$ cat src/rtl/pnm_pkg.sv
package pnm_pkg;

	typedef enum logic [2:0] {
		PH_MAGIC  = 3'd0,
		PH_WIDTH  = 3'd1,
		PH_HEIGHT = 3'd2,
		PH_MAXVAL = 3'd3,
		PH_PIXELS = 3'd4,
		PH_DONE   = 3'd5,
		PH_ERROR  = 3'd6
	} phase_t;

	localparam logic [1:0] KIND_PIXEL  = 2'd0;
	localparam logic [1:0] KIND_HEADER = 2'd1;
	localparam logic [1:0] KIND_ERROR  = 2'd2;

	localparam logic [1:0] ST_OK    = 2'd0;
	localparam logic [1:0] ST_UNSUP = 2'd1;
	localparam logic [1:0] ST_UNIMP = 2'd2;

	localparam logic [1:0] FMT_PBM = 2'd0;
	localparam logic [1:0] FMT_PGM = 2'd1;
	localparam logic [1:0] FMT_PPM = 2'd2;

	// Front-to-back work descriptor.
	typedef enum logic [1:0] {
		OP_HDR  = 2'd0,   // one header/error result
		OP_PIX  = 2'd1,   // one pixel
		OP_BITS = 2'd2    // raw PBM byte: eight pixels, MSB first
	} op_t;

	typedef struct packed {
		op_t         op;
		logic [1:0]  kind;
		logic [1:0]  status;
		logic [31:0] pix;
		logic [1:0]  fmt;
		logic        plain;
		logic [15:0] width;
		logic [15:0] height;
		logic [7:0]  bits;
		logic        re0;     // for single pixel
		logic        ie0;
		logic [7:0]  re_mask; // per bit of a raw PBM byte
		logic [7:0]  ie_mask;
	} job_t;

	function automatic logic is_ws(input logic [7:0] b);
		return (b == 8'h20) || (b >= 8'd9 && b <= 8'd13);
	endfunction

endpackage

$ cat src/rtl/pnm_front.sv
module pnm_front #(
	parameter int DIM_BITS  = 16,
	parameter int TOKEN_MAX = 32
) (
	input  logic              clk,
	input  logic              arst_n,
	input  logic              in_valid,
	output logic              in_stall,
	input  logic [7:0]        in_byte,
	input  logic              new_image,
	output logic              job_valid,
	input  logic              job_full,
	output pnm_pkg::job_t     job
);
	localparam int TV_W  = DIM_BITS + 1;
	localparam int TL_W  = $clog2(TOKEN_MAX + 1);
	localparam logic [TV_W-1:0] LIMIT = TV_W'(1) << DIM_BITS;

	pnm_pkg::phase_t phase_q;
	logic [1:0]          fmt_q;
	logic                plain_q;
	logic [DIM_BITS-1:0] width_q, height_q;
	logic [TV_W-1:0]     tval_q;
	logic [TL_W-1:0]     tlen_q;
	logic                magic_q, comment_q, dseen_q;
	logic [DIM_BITS-1:0] col_q, row_q;
	logic [16:0]         samp_q;
	logic [1:0]          comp_q;
	logic [23:0]         rgb_q;

	logic go;
	assign in_stall = job_full;
	assign go = in_valid && !job_full;

	// Pixel position tracking, evaluated in the front so the back only replays.
	function automatic logic [DIM_BITS-1:0] inc(input logic [DIM_BITS-1:0] v);
		return v + DIM_BITS'(1);
	endfunction

	always_ff @(posedge clk or negedge arst_n) begin
		pnm_pkg::phase_t ph;
		logic [1:0] fm; logic pl; logic [DIM_BITS-1:0] w, h, c, r;
		logic [TV_W-1:0] tv, v; logic [TL_W-1:0] tl; logic mo, cm, ds, endt, ok;
		logic [16:0] sv; logic [1:0] ci; logic [23:0] rgb; logic [7:0] b, g;
		logic [TV_W+3:0] prod; logic [20:0] sp;
		pnm_pkg::job_t j; logic jv; logic [31:0] px; logic dopix;
		if (!arst_n) begin
			phase_q <= pnm_pkg::PH_MAGIC; fmt_q <= '0; plain_q <= 1'b0;
			width_q <= '0; height_q <= '0; tval_q <= '0; tlen_q <= '0;
			magic_q <= 1'b0; comment_q <= 1'b0; dseen_q <= 1'b0;
			col_q <= '0; row_q <= '0; samp_q <= '0; comp_q <= '0; rgb_q <= '0;
			job_valid <= 1'b0; job <= '0;
		end else begin
			job_valid <= 1'b0;
			if (go) begin
				ph = phase_q; fm = fmt_q; pl = plain_q; w = width_q; h = height_q;
				tv = tval_q; tl = tlen_q; mo = magic_q; cm = comment_q; ds = dseen_q;
				c = col_q; r = row_q; sv = samp_q; ci = comp_q; rgb = rgb_q;
				b = in_byte; j = '0; jv = 1'b0; endt = 1'b0; px = '0; dopix = 1'b0;
				if (new_image) begin
					ph = pnm_pkg::PH_MAGIC; fm = '0; pl = 1'b0; w = '0; h = '0;
					tv = '0; tl = '0; mo = 1'b0; cm = 1'b0; ds = 1'b0;
					c = '0; r = '0; sv = '0; ci = '0; rgb = '0;
				end
				j.op = pnm_pkg::OP_HDR;
				if (ph == pnm_pkg::PH_DONE || ph == pnm_pkg::PH_ERROR) begin
				end else if (cm) begin
					if (b == 8'h0a) cm = 1'b0;
				end else if (ph != pnm_pkg::PH_PIXELS) begin
					if (b == 8'h23) begin
						cm = 1'b1; endt = 1'b1;
					end else if (pnm_pkg::is_ws(b)) begin
						endt = 1'b1;
					end else begin
						if (tl == '0) mo = (b == 8'h50);
						if (ph == pnm_pkg::PH_MAGIC) begin
							if (tl == TL_W'(1)) tv = TV_W'(b);
						end else if (!ds && b >= 8'h30 && b <= 8'h39) begin
							prod = (TV_W+4)'(tv) * (TV_W+4)'(10) + (TV_W+4)'(b - 8'h30);
							tv = (prod > (TV_W+4)'(LIMIT)) ? LIMIT : TV_W'(prod);
						end else begin
							ds = 1'b1;
						end
						tl = tl + TL_W'(1);
						if (tl >= TL_W'(TOKEN_MAX)) endt = 1'b1;
					end
					if (endt) begin
						v = tv; ok = mo;
						if (tl != '0) begin
							case (ph)
								pnm_pkg::PH_MAGIC: begin
									if (ok && tl >= TL_W'(2) && v >= TV_W'(8'h31)
											&& v <= TV_W'(8'h36)) begin
										case (v[2:0])
											3'd1, 3'd4: fm = pnm_pkg::FMT_PBM;
											3'd2, 3'd5: fm = pnm_pkg::FMT_PGM;
											default:    fm = pnm_pkg::FMT_PPM;
										endcase
										pl = (v <= TV_W'(8'h33));
										ph = pnm_pkg::PH_WIDTH;
									end else begin
										jv = 1'b1; j.kind = pnm_pkg::KIND_ERROR;
										j.status = pnm_pkg::ST_UNSUP; ph = pnm_pkg::PH_ERROR;
									end
								end
								pnm_pkg::PH_WIDTH: begin
									if (v == '0 || v >= LIMIT) begin
										jv = 1'b1; j.kind = pnm_pkg::KIND_ERROR;
										j.status = pnm_pkg::ST_UNSUP; ph = pnm_pkg::PH_ERROR;
									end else if (fm == pnm_pkg::FMT_PBM && v[2:0] != 3'd0) begin
										jv = 1'b1; j.kind = pnm_pkg::KIND_ERROR;
										j.status = pnm_pkg::ST_UNIMP; ph = pnm_pkg::PH_ERROR;
									end else begin
										w = v[DIM_BITS-1:0]; ph = pnm_pkg::PH_HEIGHT;
									end
								end
								pnm_pkg::PH_HEIGHT: begin
									if (v == '0 || v >= LIMIT) begin
										jv = 1'b1; j.kind = pnm_pkg::KIND_ERROR;
										j.status = pnm_pkg::ST_UNSUP; ph = pnm_pkg::PH_ERROR;
									end else begin
										h = v[DIM_BITS-1:0];
										if (fm == pnm_pkg::FMT_PBM) begin
											jv = 1'b1; j.kind = pnm_pkg::KIND_HEADER;
											ph = pnm_pkg::PH_PIXELS;
											c = '0; r = '0; sv = '0; ci = '0; rgb = '0;
										end else ph = pnm_pkg::PH_MAXVAL;
									end
								end
								pnm_pkg::PH_MAXVAL: begin
									if (v == '0) begin
										jv = 1'b1; j.kind = pnm_pkg::KIND_ERROR;
										j.status = pnm_pkg::ST_UNSUP; ph = pnm_pkg::PH_ERROR;
									end else if (v > TV_W'(255)) begin
										jv = 1'b1; j.kind = pnm_pkg::KIND_ERROR;
										j.status = pnm_pkg::ST_UNIMP; ph = pnm_pkg::PH_ERROR;
									end else begin
										jv = 1'b1; j.kind = pnm_pkg::KIND_HEADER;
										ph = pnm_pkg::PH_PIXELS;
										c = '0; r = '0; sv = '0; ci = '0; rgb = '0;
									end
								end
								default: ;
							endcase
						end
						tv = '0; tl = '0; mo = 1'b0; ds = 1'b0;
					end
				end else begin
					// raster
					if (!pl && fm == pnm_pkg::FMT_PBM) begin
						// widths are multiples of 8: a byte never splits a row
						j.op = pnm_pkg::OP_BITS; j.bits = b; jv = 1'b1;
						c = c + DIM_BITS'(8);
						if (c >= w) begin
							c = '0; r = inc(r);
							j.re_mask = 8'h01;
							if (r >= h) begin
								j.ie_mask = 8'h01; ph = pnm_pkg::PH_DONE;
							end
						end
					end else begin
						if (!pl) begin
							g = b; dopix = 1'b1;
						end else if (fm == pnm_pkg::FMT_PBM) begin
							if (b == 8'h30 || b == 8'h31) begin
								dopix = 1'b1; g = (b == 8'h30) ? 8'hff : 8'h00;
							end else g = '0;
						end else if (b >= 8'h30 && b <= 8'h39) begin
							sp = {sv, 2'b00} + 21'(sv);
							sp = {sp[19:0], 1'b0} + 21'(b - 8'h30);
							sv = sp[16:0]; ds = 1'b1; g = '0;
						end else if (pnm_pkg::is_ws(b) && ds) begin
							g = sv[7:0]; sv = '0; ds = 1'b0; dopix = 1'b1;
						end else begin
							sv = '0; ds = 1'b0; g = '0;
						end
						if (dopix) begin
							if (fm == pnm_pkg::FMT_PPM) begin
								case (ci)
									2'd0: rgb[23:16] = g;
									2'd1: rgb[15:8] = g;
									default: rgb[7:0] = g;
								endcase
								if (ci == 2'd2) begin
									px = {8'hff, rgb}; ci = '0; rgb = '0;
								end else begin
									ci = ci + 2'd1; dopix = 1'b0;
								end
							end else px = {g, g, g, g};
						end
						if (dopix) begin
							jv = 1'b1; j.op = pnm_pkg::OP_PIX; j.pix = px;
							c = inc(c);
							if (c >= w) begin
								c = '0; r = inc(r); j.re0 = 1'b1;
								if (r >= h) begin
									j.ie0 = 1'b1; ph = pnm_pkg::PH_DONE;
								end
							end
						end
					end
				end
				j.fmt = fm; j.plain = pl;
				j.width = 16'(w); j.height = 16'(h);
				phase_q <= ph; fmt_q <= fm; plain_q <= pl; width_q <= w; height_q <= h;
				tval_q <= tv; tlen_q <= tl; magic_q <= mo; comment_q <= cm;
				dseen_q <= ds; col_q <= c; row_q <= r; samp_q <= sv; comp_q <= ci;
				rgb_q <= rgb;
				job_valid <= jv; job <= j;
			end
		end
	end
endmodule

$ cat src/rtl/pnm_fifo.sv
module pnm_fifo (
	input  logic          clk,
	input  logic          arst_n,
	input  logic          wr_en,
	input  pnm_pkg::job_t wr_data,
	output logic          almost_full,
	input  logic          rd_en,
	output logic          rd_valid,
	output pnm_pkg::job_t rd_data
);
	// four entries; front has one job in its output register, so stall at two used
	pnm_pkg::job_t mem_q [4];
	logic [1:0] wp_q, rp_q;
	logic [2:0] cnt_q;

	always_ff @(posedge clk) begin
		if (wr_en) mem_q[wp_q] <= wr_data;
	end

	always_ff @(posedge clk or negedge arst_n) begin
		if (!arst_n) begin
			wp_q <= '0; rp_q <= '0; cnt_q <= '0;
		end else begin
			if (wr_en) wp_q <= wp_q + 2'd1;
			if (rd_en) rp_q <= rp_q + 2'd1;
			cnt_q <= cnt_q + 3'(wr_en) - 3'(rd_en);
		end
	end

	assign rd_valid = (cnt_q != '0);
	assign rd_data = mem_q[rp_q];
	assign almost_full = (cnt_q >= 3'd2);
endmodule

$ cat src/rtl/pnm_back.sv
module pnm_back (
	input  logic          clk,
	input  logic          arst_n,
	input  logic          job_valid,
	input  pnm_pkg::job_t job,
	output logic          job_take,
	output logic          out_valid,
	input  logic          out_stall,
	output logic [1:0]    out_kind,
	output logic [31:0]   argb,
	output logic          row_end,
	output logic          image_end,
	output logic          run_last,
	output logic [1:0]    status,
	output logic [1:0]    image_format,
	output logic          plain_text,
	output logic [15:0]   image_width,
	output logic [15:0]   image_height
);
	logic [2:0] bit_q;   // bit index within a raw PBM byte, counting down
	logic       busy_q;
	logic       load;
	logic       last;
	logic [2:0] k;

	assign load = !out_valid || !out_stall;
	assign k = busy_q ? bit_q : 3'd7;
	assign last = (job.op != pnm_pkg::OP_BITS) || (k == 3'd0);
	assign job_take = job_valid && load && last;

	always_ff @(posedge clk or negedge arst_n) begin
		if (!arst_n) begin
			out_valid <= 1'b0; busy_q <= 1'b0; bit_q <= '0;
		end else if (load) begin
			out_valid <= job_valid;
			if (job_valid) begin
				busy_q <= !last;
				bit_q <= k - 3'd1;
			end
		end
	end

	always_ff @(posedge clk) begin
		if (load && job_valid) begin
			out_kind     <= (job.op == pnm_pkg::OP_HDR) ? job.kind : pnm_pkg::KIND_PIXEL;
			status       <= (job.op == pnm_pkg::OP_HDR) ? job.status : pnm_pkg::ST_OK;
			image_format <= job.fmt;
			plain_text   <= job.plain;
			image_width  <= job.width;
			image_height <= job.height;
			run_last     <= last;
			case (job.op)
				pnm_pkg::OP_BITS: begin
					argb       <= job.bits[k] ? 32'h0000_0000 : 32'hffff_ffff;
					row_end    <= job.re_mask[k];
					image_end  <= job.ie_mask[k];
				end
				pnm_pkg::OP_PIX: begin
					argb <= job.pix; row_end <= job.re0; image_end <= job.ie0;
				end
				default: begin
					argb <= '0; row_end <= 1'b0; image_end <= 1'b0;
				end
			endcase
		end
	end
endmodule

$ cat src/rtl/pnm_stream_to_argb_decoder.sv
// PNM (P1..P6) byte-stream decoder producing 32-bit ARGB pixels. Bytes enter
// at one per cycle while in_stall is low; the front parser classifies each
// byte, tracks header tokens, row and column counts, and emits at most one
// work transaction into a four-entry queue. The back end expands each into
// results at one per cycle while out_stall is low: one for a header, error
// or pixel transaction, eight for a raw PBM byte, and no new transaction is
// taken until those eight are out; raw PBM input stalls once the queue fills.
// Assert new_image with the first byte of every file; after the image end or
// an error, bytes are consumed silently until the next new_image.
module pnm_stream_to_argb_decoder #(
	parameter int DIM_BITS  = 16,
	parameter int TOKEN_MAX = 32
) (
	input  logic        clk,
	input  logic        arst_n,
	input  logic        in_valid,
	output logic        in_stall,
	input  logic [7:0]  in_byte,
	input  logic        new_image,
	output logic        out_valid,
	input  logic        out_stall,
	output logic [1:0]  out_kind,
	output logic [31:0] argb,
	output logic        row_end,
	output logic        image_end,
	output logic        run_last,
	output logic [1:0]  status,
	output logic [1:0]  image_format,
	output logic        plain_text,
	output logic [15:0] image_width,
	output logic [15:0] image_height
);
	logic          f_valid, q_full, q_valid, q_take;
	pnm_pkg::job_t f_job, q_job;

	// front: header parse and raster classification
	pnm_front #(.DIM_BITS(DIM_BITS), .TOKEN_MAX(TOKEN_MAX)) u_front (
		.clk, .arst_n, .in_valid, .in_stall, .in_byte, .new_image,
		.job_valid(f_valid), .job_full(q_full), .job(f_job)
	);

	// decoupling queue
	pnm_fifo u_fifo (
		.clk, .arst_n, .wr_en(f_valid), .wr_data(f_job), .almost_full(q_full),
		.rd_en(q_take), .rd_valid(q_valid), .rd_data(q_job)
	);

	// back: result expansion and output register
	pnm_back u_back (
		.clk, .arst_n, .job_valid(q_valid), .job(q_job), .job_take(q_take),
		.out_valid, .out_stall, .out_kind, .argb, .row_end, .image_end,
		.run_last, .status, .image_format, .plain_text, .image_width, .image_height
	);
endmodule

$ cat config.mk
export PLATFORM = sky130hd
export DESIGN_NAME = pnm_stream_to_argb_decoder
export DESIGN_NICKNAME = d
export VERILOG_FILES = /design/src/rtl/pnm_pkg.sv /design/src/rtl/pnm_front.sv /design/src/rtl/pnm_fifo.sv /design/src/rtl/pnm_back.sv /design/src/rtl/pnm_stream_to_argb_decoder.sv
export SDC_FILE = /design/constraint.sdc
export NUM_CORES = 1
export LEC_CHECK = 0
export ABC_CLOCK_PERIOD_IN_PS = 8100
export BUFFER_PORTS_ARGS = -buffer_cell sky130_fd_sc_hd__buf_2
export CAP_MARGIN = 20
export CORE_ASPECT_RATIO = 1.5
export CORE_UTILIZATION = 50
export CTS_CLUSTER_DIAMETER = 30
export DETAILED_ROUTE_END_ITERATION = 8
export GPL_ROUTABILITY_DRIVEN = 0
export MAX_ROUTING_LAYER = met4
export PLACE_DENSITY = 0.76
export RECOVER_POWER = 100
export SLEW_MARGIN = 20
export SYNTH_ARGS = -nofsm -noshare
export SYNTH_HDL_FRONTEND = slang
export SYNTH_SLANG_ARGS = --single-unit
export TNS_END_PERCENT = 100
$ cat constraint.sdc
create_clock -name clk -period 8.1 [get_ports clk]
set_input_delay 1.215 -clock clk [delete_from_list [all_inputs] [get_ports clk]]
set_output_delay 1.215 -clock clk [all_outputs]
set_load 0.02 [all_outputs]
# Word level (Yosys, flattened, before mapping)
# Memories as Yosys holds them, arrays and structs flattened.
# Cells that the tools add are included.
# classes
add_sub_neg	14
n_mul	1
magnitude_cmp	17
eq_ne	23
mux	294
n_reduce_logical	39
# op_table
cell	count
$mux 16	49
$mux 17	31
$mux 24	14
$mux 32	7
$mux 1	90
$mux 8	10
$mux 26	3
$mux 38	2
$mux 6	12
$mux 2	33
$pmux 16 s2	2
$pmux 32 s2	1
$mux 3	19
$ge 16x16->1	3
$pmux 24 s2	1
$le 17x6->1 const B	2
$pmux 17 s2	1
$add 16x1->16 const B	2
$eq 8x6->1 const B	4
$mux 4	7
$add 21x21->21	1
$gt 21x17->1 const B	1
$mul 17x3->20 const B	1
$mux 9	2
other kinds (47)	90
# word_totals
register_bits	290
ram_bits	396
input_bits	13
out_inout_bits	76
elab_cells	430
memories	1
# mem_list
name	words	word_bits	rd	rd_clocked_by_memory_dff	wr	line	text
u_fifo.mem_q	4	99	1	0	1	pnm_fifo.sv:12	pnm_pkg::job_t mem_q [4];

# Logic depth before layout (Yosys ltp)
# Gate-level depths: netlist (run 1).
# logic_depth
word_depth	27
mapped_depth	38

# Hierarchy
# From an unflattened synthesis (run 1), not the netlist that was laid out.
# unflattened
hier_cells	2575
hier_area_um2	32885.3
# modules_own_cells
module	instances	cells_each	area_per_inst_um2	seq_area_each_um2
pnm_front	1	1803	14868.0	4529.3
pnm_fifo	1	553	14689.1	12066.6
pnm_back	1	219	3328.2	2347.3

# Least setup slack after synthesis (run 1)
# No wires, ideal clock.
# synth_timing
kind	in2reg
startpoint	in new_image
endpoint	reg u_front.job[59] (netlist name)
setup_ns	0.069
arrival_time_ns	9.650
required_ns	8.031
slack_ns	-1.619
stages	36
path_buffers	10
path_cell_list	clkbuf_1 -> clkbuf_1 -> clkbuf_1 -> buf_1 -> clkbuf_1 -> clkbuf_1 -> clkbuf_1 -> buf_1 -> clkbuf_1 -> nor2_1 -> ha_1 -> a21o_1 -> a21oi_1 -> o21bai_1 -> a21oi_1 -> o21bai_1 -> a21oi_1 -> nor2b_1 -> o21a_1 -> o41ai_1 -> o21bai_1 -> a21oi_1 -> xnor2_1 -> ha_1 -> nand2_1 -> or4b_2 -> o21ai_0 -> xnor2_1 -> nand2_1 -> a211oi_4 -> a31oi_1 -> and3_4 -> or4b_4 -> buf_6 -> or4_1 -> nand3_1
# synth_via
elab_chain_cells	24
word_cells_on_any_way	79
classes_between	2 x add/sub; 1 x mul; 5 x order compare; 8 x eq/ne; 51 x mux; 12 x reduce/logical
# synth_rtl
item	line	text
start: declaration	pnm_stream_to_argb_decoder.sv:19	input logic new_image,
$mux 17	pnm_front.sv:60	if (new_image) begin
$mux 17	pnm_front.sv:55	if (go) begin
$mul 17x3->20	pnm_front.sv:79	prod = (TV_W+4)'(tv) * (TV_W+4)'(10) + (TV_W+4)'(b - 8'h30);
$add 21x21->21	pnm_front.sv:79	
$gt 21x17->1	pnm_front.sv:80	tv = (prod > (TV_W+4)'(LIMIT)) ? LIMIT : TV_W'(prod);
$mux 17	pnm_front.sv:80	
$mux 17	pnm_front.sv:78	end else if (!ds && b >= 8'h30 && b <= 8'h39) begin
$mux 17	pnm_front.sv:76	if (ph == pnm_pkg::PH_MAGIC) begin
(+8 left out)	-	
$logic_and 1x1->1 or $pmux 2 s2 (tied branches)	pnm_front.sv:93, pnm_front.sv:94	
$mux 2	pnm_front.sv:92	if (ok && tl >= TL_W'(2) && v >= TV_W'(8'h31)
$mux 2	pnm_front.sv:90	case (ph)
$mux 2	pnm_front.sv:89	if (tl != '0) begin
$mux 2	pnm_front.sv:87	if (endt) begin
$mux 2	pnm_front.sv:69	end else if (ph != pnm_pkg::PH_PIXELS) begin
$mux 2	pnm_front.sv:67	end else if (cm) begin
$mux 2 *	pnm_front.sv:66	if (ph == pnm_pkg::PH_DONE || ph == pnm_pkg::PH_ERROR) begin
end signal: assignment	pnm_front.sv:209	job_valid <= jv; job <= j;
end: declaration	pnm_front.sv:13	output pnm_pkg::job_t job
# Mark *: on every way between the ends. The rest lies on a longest branch, timed or not. The select of a mux whose other input is x is not followed.
# A chain may end at the register's enable or synchronous reset.

# Worst setup path after layout (run 1)
# layout_timing
startpoint	in new_image
endpoint	reg u_front.row_q[5]
# layout_via
elab_chain_cells	23
word_cells_on_any_way	108
classes_between	5 x add/sub; 1 x mul; 6 x order compare; 8 x eq/ne; 76 x mux; 12 x reduce/logical
# layout_rtl
item	line	text
$mux 17 or $mux 1 (tied branches)	pnm_front.sv:60	
$mux 17 or $mux 1 (tied branches)	pnm_front.sv:55	
$mul 17x3->20 or $logic_and 1x1->1 (tied branches)	pnm_front.sv:79, pnm_front.sv:172	
$add 21x21->21 or $mux 1 (tied branches)	pnm_front.sv:79, pnm_front.sv:172	
$gt 21x17->1 or $mux 1 (tied branches)	pnm_front.sv:80, pnm_front.sv:168	
$mux 17 or $mux 1 (tied branches)	pnm_front.sv:80, pnm_front.sv:164	
$mux 17 or $mux 1 (tied branches)	pnm_front.sv:78, pnm_front.sv:162	
$mux 17 or $mux 1 (tied branches)	pnm_front.sv:76, pnm_front.sv:150	
(+7 left out)	-	
$mux 16 (tied with other cells)	pnm_front.sv:134	end else if (v > TV_W'(255)) begin
$mux 16 (tied with other cells)	pnm_front.sv:131	if (v == '0) begin
$pmux 16 s2 or $mux 1 (tied branches)	pnm_front.sv:90, pnm_front.sv:55	
$mux 16, on equally long branches	pnm_front.sv:89, pnm_front.sv:191	
$mux 16, on equally long branches	pnm_front.sv:87, pnm_front.sv:150	
$mux 16	pnm_front.sv:69	
$mux 16	pnm_front.sv:67	
$mux 16 *	pnm_front.sv:66	
end signal: assignment	pnm_front.sv:51	col_q <= '0; row_q <= '0; samp_q <= '0; comp_q <= '0; rgb_q <= '0;
end signal: assignment	pnm_front.sv:207	dseen_q <= ds; col_q <= c; row_q <= r; samp_q <= sv; comp_q <= ci;
end: declaration	pnm_front.sv:26	logic [DIM_BITS-1:0] col_q, row_q;
# Marked as above.

==> run_results.csv, run 1 <==
group,metric,value,unit
status,status,"complete, but fails checks",
status,violations,"capacitance limit, slew limit",
setup_path,start_kind,"input port",
setup_path,crit_arrival,8.10,ns
logic_synthesis,synth_edf_count,414,
placement,dp_cells,3182,
logic_synthesis,ys_seq_area_share,57.7,%
logic_synthesis,netlist_instances,2395,
sta,fmax,132,MHz
floorplan,die_h,302,um
logic_synthesis,avgSynthCellArea,12.5,sq um
route,drt-initial-drc-count,2064,
sta,hold_viol_final,0,
logic_synthesis,syn-num-nets,2536,
sta,finalWorstSetupSlack,0.512,ns
power_and_ir_drop,peakVddDrop,0.177,mV
floorplan,die_w,202,um
setup_path,critPathCaptureType,"flip-flop",
layout,fin_nets,2618,
setup_path,critical_path_class,"input port to flip-flop",
floorplan,start_util,50.7,%
logic_synthesis,ys_ff_latch,607,
sta,post-route-period-util,93.7,%
layout,stdcell_count,3309,
sta,tightest_slew,4.37,ns
grt,grt_overflow,0,
setup_path,required,8.62,ns
layout,drive_above_1_share,10.9,%
grt,antenna_found_initial,1,
route,drt_first_pass_iters,5,
clock_tree,tritoncts,"done",
sta,min_period,7.59,ns
logic_synthesis,ys_types,91,
grt,grt_max_degree,82,
logic_synthesis,syn_area,0.0299,sq mm
sta,drv_slew,793,
logic_synthesis,async_reset_ff_share,31.8,%
clock_tree,cts_made_buffers,70,
clock_tree,cts_buffer_depth,3,
clock_tree,root_buffer,"clkbuf_16",
sta,whs,0.486,ns
clock_tree,holdBufCountCts,0,
floorplan,die-area,0.0608,sq mm
grt,grt_pass1_vias,21400,
logic_synthesis,synth_top_flop_cell,"edfxtp_1",
clock_tree,cts_sinks,607,
route,vias,21000,
route,avgViaCountPerCell,6.33,
floorplan,core.rowCount,109,
placement,dp_slack,0.0638,ns
clock_tree,clk_pin_slew,0.06,ns
power_and_ir_drop,p_leak,12.8,nW
clock_tree,cts_max_level,3,
route,antenna_left,0,
sta,relSlewSlack,-191,%
job,max_cap_viol_count,16,
sta,rsz0062_at_grt,"no",
min_path,hp-class,"flip-flop to flip-flop",
floorplan,ios,89,
grt,grt_pass1_wl,118000,um
clock_tree,post-cts-setup-buffers,0,
route,wl,75100,um
route,drc,0,
placement,post-dp-hpwl,51000,um
layout,syn2layout_area_growth,11.4,%
power_and_ir_drop,powerDensity,285,mW/mm^2
sta,fin_setup_tns,0,ns
placement,port_buffers,88,
grt,grt_usage,25.8,%
clock_tree,insertion_delay,0.60,ns
clock_tree,cts_resized,0,
setup_path,cp_max_fo,56,
sta,skew,0.0320,ns
sta,finalSetupViolCount,0,
floorplan,core_area,0.0591,sq mm
route,wl_per_cell,22.7,um
logic_synthesis,yosys_warnings,0,
logic make-up after synthesis:
family                     count (synthesis)  synth area share [%]
xor gates and xnor gates                  96                  2.81
buffers and inverters                    203                  2.67
DFF                                      607                  57.7
muxes                                    105                  7.16
and+or+nand+nor                          632                  10.1
adders and majority gates                129                  5.49
AOI/OAI and AO/OA                        623                  14.1
registers in the layout, summed over array words and instances, names as in the netlist, 3 cells and up:
| register | flops |
|---|---|
| u_back.argb | 32 |
| u_back.bit_q | 3 |
| u_back.image_height | 16 |
| u_back.image_width | 16 |
| u_fifo.cnt_q | 3 |
| u_fifo.mem_q | 340 |
| u_front.col_q | 16 |
| u_front.job | 85 |
| u_front.phase_q | 3 |
| u_front.rgb_q | 24 |
| u_front.row_q | 16 |
| u_front.samp_q | 8 |
| u_front.tlen_q | 6 |
| u_front.tval_q | 17 |
report_power, final:
| part | switching (mW) | total, mW | internal (mW) |
|---|---|---|---|
| Clock | 1.26 | 3.01 | 1.75 |
| Sequential | 0.269 | 3.97 | 3.70 |
| Combinational | 1.56 | 2.50 | 0.934 |
path summary, 6_finish.rpt:
| path | from | to | slack (ns) | cells past startpoint |
|---|---|---|---|---|
| worst max-delay path | new_image | u_front.row_q[5]$_DFFE_PN0P_ | 0.51 | 23 |
| worst min register to register | u_back.bit_q[2]$_DFFE_PN0P_ | u_back.bit_q[2]$_DFFE_PN0P_ | 0.49 | 2 |
| max in group asynchronous | arst_n | u_front.row_q[7]$_DFFE_PN0P_ | 1.61 | 2 |
| worst min-delay path | u_back.bit_q[2]$_DFFE_PN0P_ | u_back.bit_q[2]$_DFFE_PN0P_ | 0.49 | 2 |
| min in group asynchronous | arst_n | u_back.out_valid$_DFFE_PN0P_ | 1.35 | 1 |
| worst max register to register | u_front.tval_q[4]$_DFFE_PN0P_ | u_front.rgb_q[7]$_DFFE_PN0P_ | 0.78 | 29 |
worst max-delay path: stages:
cell and delay [ns]:
buf_2 0.13, buf_4 0.28, clkbuf_1 1.93, nor2_1 0.35, ha_1 0.44, and3_1 0.23, and3_1 0.23, nand3_1 0.17
nor2_1 0.08, xor2_1 0.16, ha_1 0.34, a21o_1 0.19, a21o_1 0.16, a2111oi_0 0.43, o2bb2ai_1 0.19, o31ai_2 0.09
buf_4 0.20, a2bb2oi_1 0.22, buf_2 0.35, nor2_1 0.20, nand2_1 0.18, nand3_1 0.09, a21oi_1 0.18
layout make-up:
type | count | area, sq um
Antenna cell | 2 | 5.00
Clock buffer | 83 | 1870
Clock inverter | 42 | 363
Fill cell | 4665 | 25700
Inverter | 85 | 322
Multi-Input combinational cell | 1585 | 11900
Sequential cell | 607 | 17300
Tap cell | 777 | 972
Timing Repair Buffer | 128 | 579
cells in the mapped netlist, types with 23 or more instances:
master	n	area share (%)
a31oi_1	26	0.54
a21oi_1	108	1.8
o21ai_0	138	2.3
xnor2_1	60	1.8
xor2_1	36	1.1
and2_1	23	0.48
a21o_1	43	1.1
clkbuf_1	92	1.2
mux4_2	87	6.5
nor3_1	34	0.57
inv_1	83	1.0
ha_1	124	5.2
a22o_1	60	1.8
nand3_1	54	0.90
nor2b_1	48	1.0
nand2_1	252	3.2
dfrtp_1	193	16
o22ai_1	33	0.69
a21boi_0	35	0.88
nor2_1	113	1.4
edfxtp_1	414	42
cells in the final DEF, fill, tap and decap left out, types with 14 or more instances in the layout:
| cell type | n |
|---|---|
| nand2_1 | 252 |
| o22ai_1 | 33 |
| clkbuf_1 | 102 |
| a22o_1 | 60 |
| clkbuf_16 | 73 |
| a31oi_1 | 23 |
| xnor2_1 | 60 |
| o2bb2ai_1 | 22 |
| inv_1 | 82 |
| mux2i_1 | 16 |
| nor3_1 | 34 |
| o21ai_0 | 137 |
| and2_1 | 14 |
| buf_4 | 22 |
| nand2b_1 | 16 |
| nand3_1 | 53 |
| mux4_2 | 87 |
| dfrtp_1 | 192 |
| nor2_1 | 112 |
| o211ai_1 | 17 |
| o21a_1 | 14 |
| xor2_1 | 36 |
| edfxtp_1 | 414 |
| nand4_1 | 22 |
| ha_1 | 124 |
| a21oi_1 | 106 |
| nor2b_1 | 48 |
| a21o_1 | 43 |
| a21boi_0 | 35 |
| a22oi_1 | 18 |
per-stage QoR:
stage / power, mW / cell area, sq um / utilization, %
2_1_floorplan: 5.74 / 30100 / -
3_3_place_gp: 6.46 / 31300 / 53.0
3_5_place_dp: 6.53 / 31300 / 53.0
4_1_cts: 9.53 / 33500 / 56.7
5_1_grt: 9.89 / 33300 / 56.4
6_report: 9.48 / 33300 / 56.4
per-layer routing:
layer | global-route usage [%] | up-vias | wire [um]
li1 | - | 9301 | -
met1 | 28.8 | 10400 | 27500
met2 | 44.3 | 961 | 38400
met3 | 3.89 | 317 | 4750
met4 | 14.0 | 0 | 4380
met5 | - | - | 0
Note: power is estimated with default switching activity, not from simulation.
==> inputs of run 2 (changes only) <==
--- a/config.mk
+++ b/config.mk
@@ -15,7 +15,7 @@
 export GPL_ROUTABILITY_DRIVEN = 0
 export MAX_ROUTING_LAYER = met4
 export PLACE_DENSITY = 0.76
-export RECOVER_POWER = 100
+export RECOVER_POWER = 50
 export SLEW_MARGIN = 20
 export SYNTH_ARGS = -nofsm -noshare
 export SYNTH_HDL_FRONTEND = slang
==> run 2 against run 1 <==
Effect of this change: the run still ends with capacitance limit, slew limit left; global-route usage stayed put; non-clock buffer count stayed put; core utilization is 0.29 points higher; setup slack worse by 0.016 ns; clock skew is 0.00084 ns higher; routed wire length is 0.24% lower; total power is 0.24% higher; final cell count stayed put.
==> run_results.csv, run 2 (same netlist as run 1, synthesis figures left out) <==
group,metric,value,unit
status,status,"complete, but fails checks",
status,violations,"capacitance limit, slew limit",
sta,fin_setup_tns,0,ns
setup_path,slowest_delay,0.70,ns
layout,syn2layout_area_growth,12.0,%
route,antenna_left,0,
grt,grt_busiest_layer,"met2",
setup_path,path_delay_family,"compound AO/OA/AOI/OAI gates",
power_and_ir_drop,p_leak,13.1,nW
power_and_ir_drop,powerDensity,284,mW/mm^2
setup_path,r2r-end,"u_front.rgb_q[7]$_DFFE_PN0P_",
layout,design_area,0.0335,sq mm
clock_tree,clk_pin_slew,0.04,ns
layout,fin_util,56.7,%
clock_tree,root_buffer,"clkbuf_16",
clock_tree,post-cts-setup-buffers,0,
clock_tree,tritoncts,"done",
placement,dp_slack,0.0638,ns
min_path,whs_endpoint,"u_front.samp_q[5]$_DFFE_PN0P_",
sta,finalSetupViolCount,0,
grt,grt_overflow,0,
layout,regMostFlops,"u_fifo.mem_q",
setup_path,start_kind,"input port",
placement,post-dp-hpwl,51000,um
setup_path,required,8.51,ns
sta,post-route-period-util,93.9,%
route,avgViaCountPerCell,6.35,
sta,min_period,7.60,ns
floorplan,ios,89,
floorplan,die_w,202,um
floorplan,core_area,0.0591,sq mm
route,wl,74900,um
route,vias,21000,
min_path,hp-class,"flip-flop to flip-flop",
grt,grtUsageMet3,3.89,%
setup_path,cp_max_fo,13,
grt,grt_util_met1,28.8,%
setup_path,cp_slowest_cell,"or4b_2",
floorplan,die_h,302,um
route,drt_first_pass_iters,6,
setup_path,rr_worst_depth,29,
setup_path,crit_arrival,8.01,ns
grt,grtUsageMet2,44.3,%
power_and_ir_drop,peakVddDrop,0.192,mV
sta,relSlewSlack,-190,%
job,max_cap_viol_count,7,
clock_tree,cts_max_level,3,
sta,hold_viol_final,0,
route,wl_per_cell,22.6,um
clock_tree,cts_made_buffers,70,
layout,reg.largest.list,"u_fifo.mem_q x340, u_front.job x85, u_back.argb x32",
clock_tree,cts_buffer_depth,3,
setup_path,regToRegSetupSlack,0.78,ns
layout,final_common_cell,"edfxtp_1",
sta,skew,0.0328,ns
grt,grt_usage,25.8,%
setup_path,critPathCaptureType,"flip-flop",
sta,fmax,132,MHz
placement,dpl_cell_area,0.0313,sq mm
setup_path,crit_buf_inv,3,
route,drc,0,
sta,drv_slew,322,
clock_tree,holdBufCountCts,0,
min_path,min-delay-start,"u_front.samp_q[5]$_DFFE_PN0P_",
layout,fin_nets,2618,
sta,finalWorstSetupSlack,0.497,ns
clock_tree,cts_resized,0,
min_path,whs_path_depth,1,
floorplan,die-area,0.0608,sq mm
grt,grt_pass1_vias,21400,
clock_tree,insertion_delay,0.60,ns
sta,rsz0062_at_grt,"no",
setup_path,critical_path_class,"input port to flip-flop",
route,drt-initial-drc-count,1965,
floorplan,core.rowCount,109,
grt,antenna_found_initial,1,
layout,drive_above_1_share,14.6,%
sta,tightest_slew,4.35,ns
floorplan,start_util,50.7,%
grt,grt_pass1_wl,118000,um
layout,final_cell_mix,"edfxtp_1 (414), nand2_1 (252), dfrtp_1 (191), o21ai_0 (137), ha_1 (124)",
grt,grt_max_degree,82,
layout,largest_reg_flops,340,
setup_path,r2r_start,"u_front.tval_q[4]$_DFFE_PN0P_",
placement,port_buffers,88,
clock_tree,cts_sinks,607,
## run 2: cell count changes in the layout (fill, tap and decap cells not counted), sizes merged
cell and change:
buf +91, clkbuf -91
## run 2: how the worst max path moves through the flow
stage | startpoint | endpoint | cells after the start
after floorplan | new_image | u_front.job[59]$_DFFE_PN0P_ | 36
after global placement | new_image | u_front.rgb_q[6]$_DFFE_PN0P_ | 30
after detailed placement | new_image | u_front.rgb_q[4]$_DFFE_PN0P_ | 27
after CTS | new_image | u_front.rgb_q[7]$_DFFE_PN0P_ | 27
after global routing | new_image | u_front.rgb_q[9]$_DFFE_PN0P_ | 27
final | new_image | u_front.rgb_q[7]$_DFFE_PN0P_ | 27
## run 2: report_power, final
part	internal [mW]	switching, mW
combinational	0.969	1.57
clock	1.75	1.26
sequential	3.70	0.264
## run 2: worst register-to-register path: cells and delay by family, from the launching register on
family,cells,cell delay (ns)
DFF,1,0.48
buffers and inverters,2,0.35
and+or+nand+nor,6,1.35
xor gates and xnor gates,3,0.42
adders and majority gates,2,0.69
AOI/OAI and AO/OA,16,3.83
## run 2: through the flow
stage / instances / total power [mW] / hold WS (ns)
after floorplan: 2395 / 5.74 / 0.440
after global placement: 3182 / 6.46 / 0.452
after detailed placement: 3182 / 6.53 / 0.468
after CTS: 3307 / 9.53 / 0.481
after global routing: 3308 / 9.90 / 0.498
final: 3309 / 9.51 / 0.484
## run 2: area by class of cell
| class | count | area, sq um |
|---|---|---|
| Fill cell | 4606 | 25600 |
| Timing Repair Buffer | 128 | 732 |
| Multi-Input combinational cell | 1585 | 12000 |
| Tap cell | 777 | 972 |
| Inverter | 85 | 322 |
| Clock buffer | 83 | 1870 |
| Antenna cell | 2 | 5.00 |
| Sequential cell | 607 | 17300 |
| Clock inverter | 42 | 363 |
## run 2: per-layer routing
layer / up-vias / wire length, um
met5: - / 0
met4: 0 / 4410
met3: 315 / 4860
met2: 969 / 38400
met1: 10400 / 27300
li1: 9291 / -
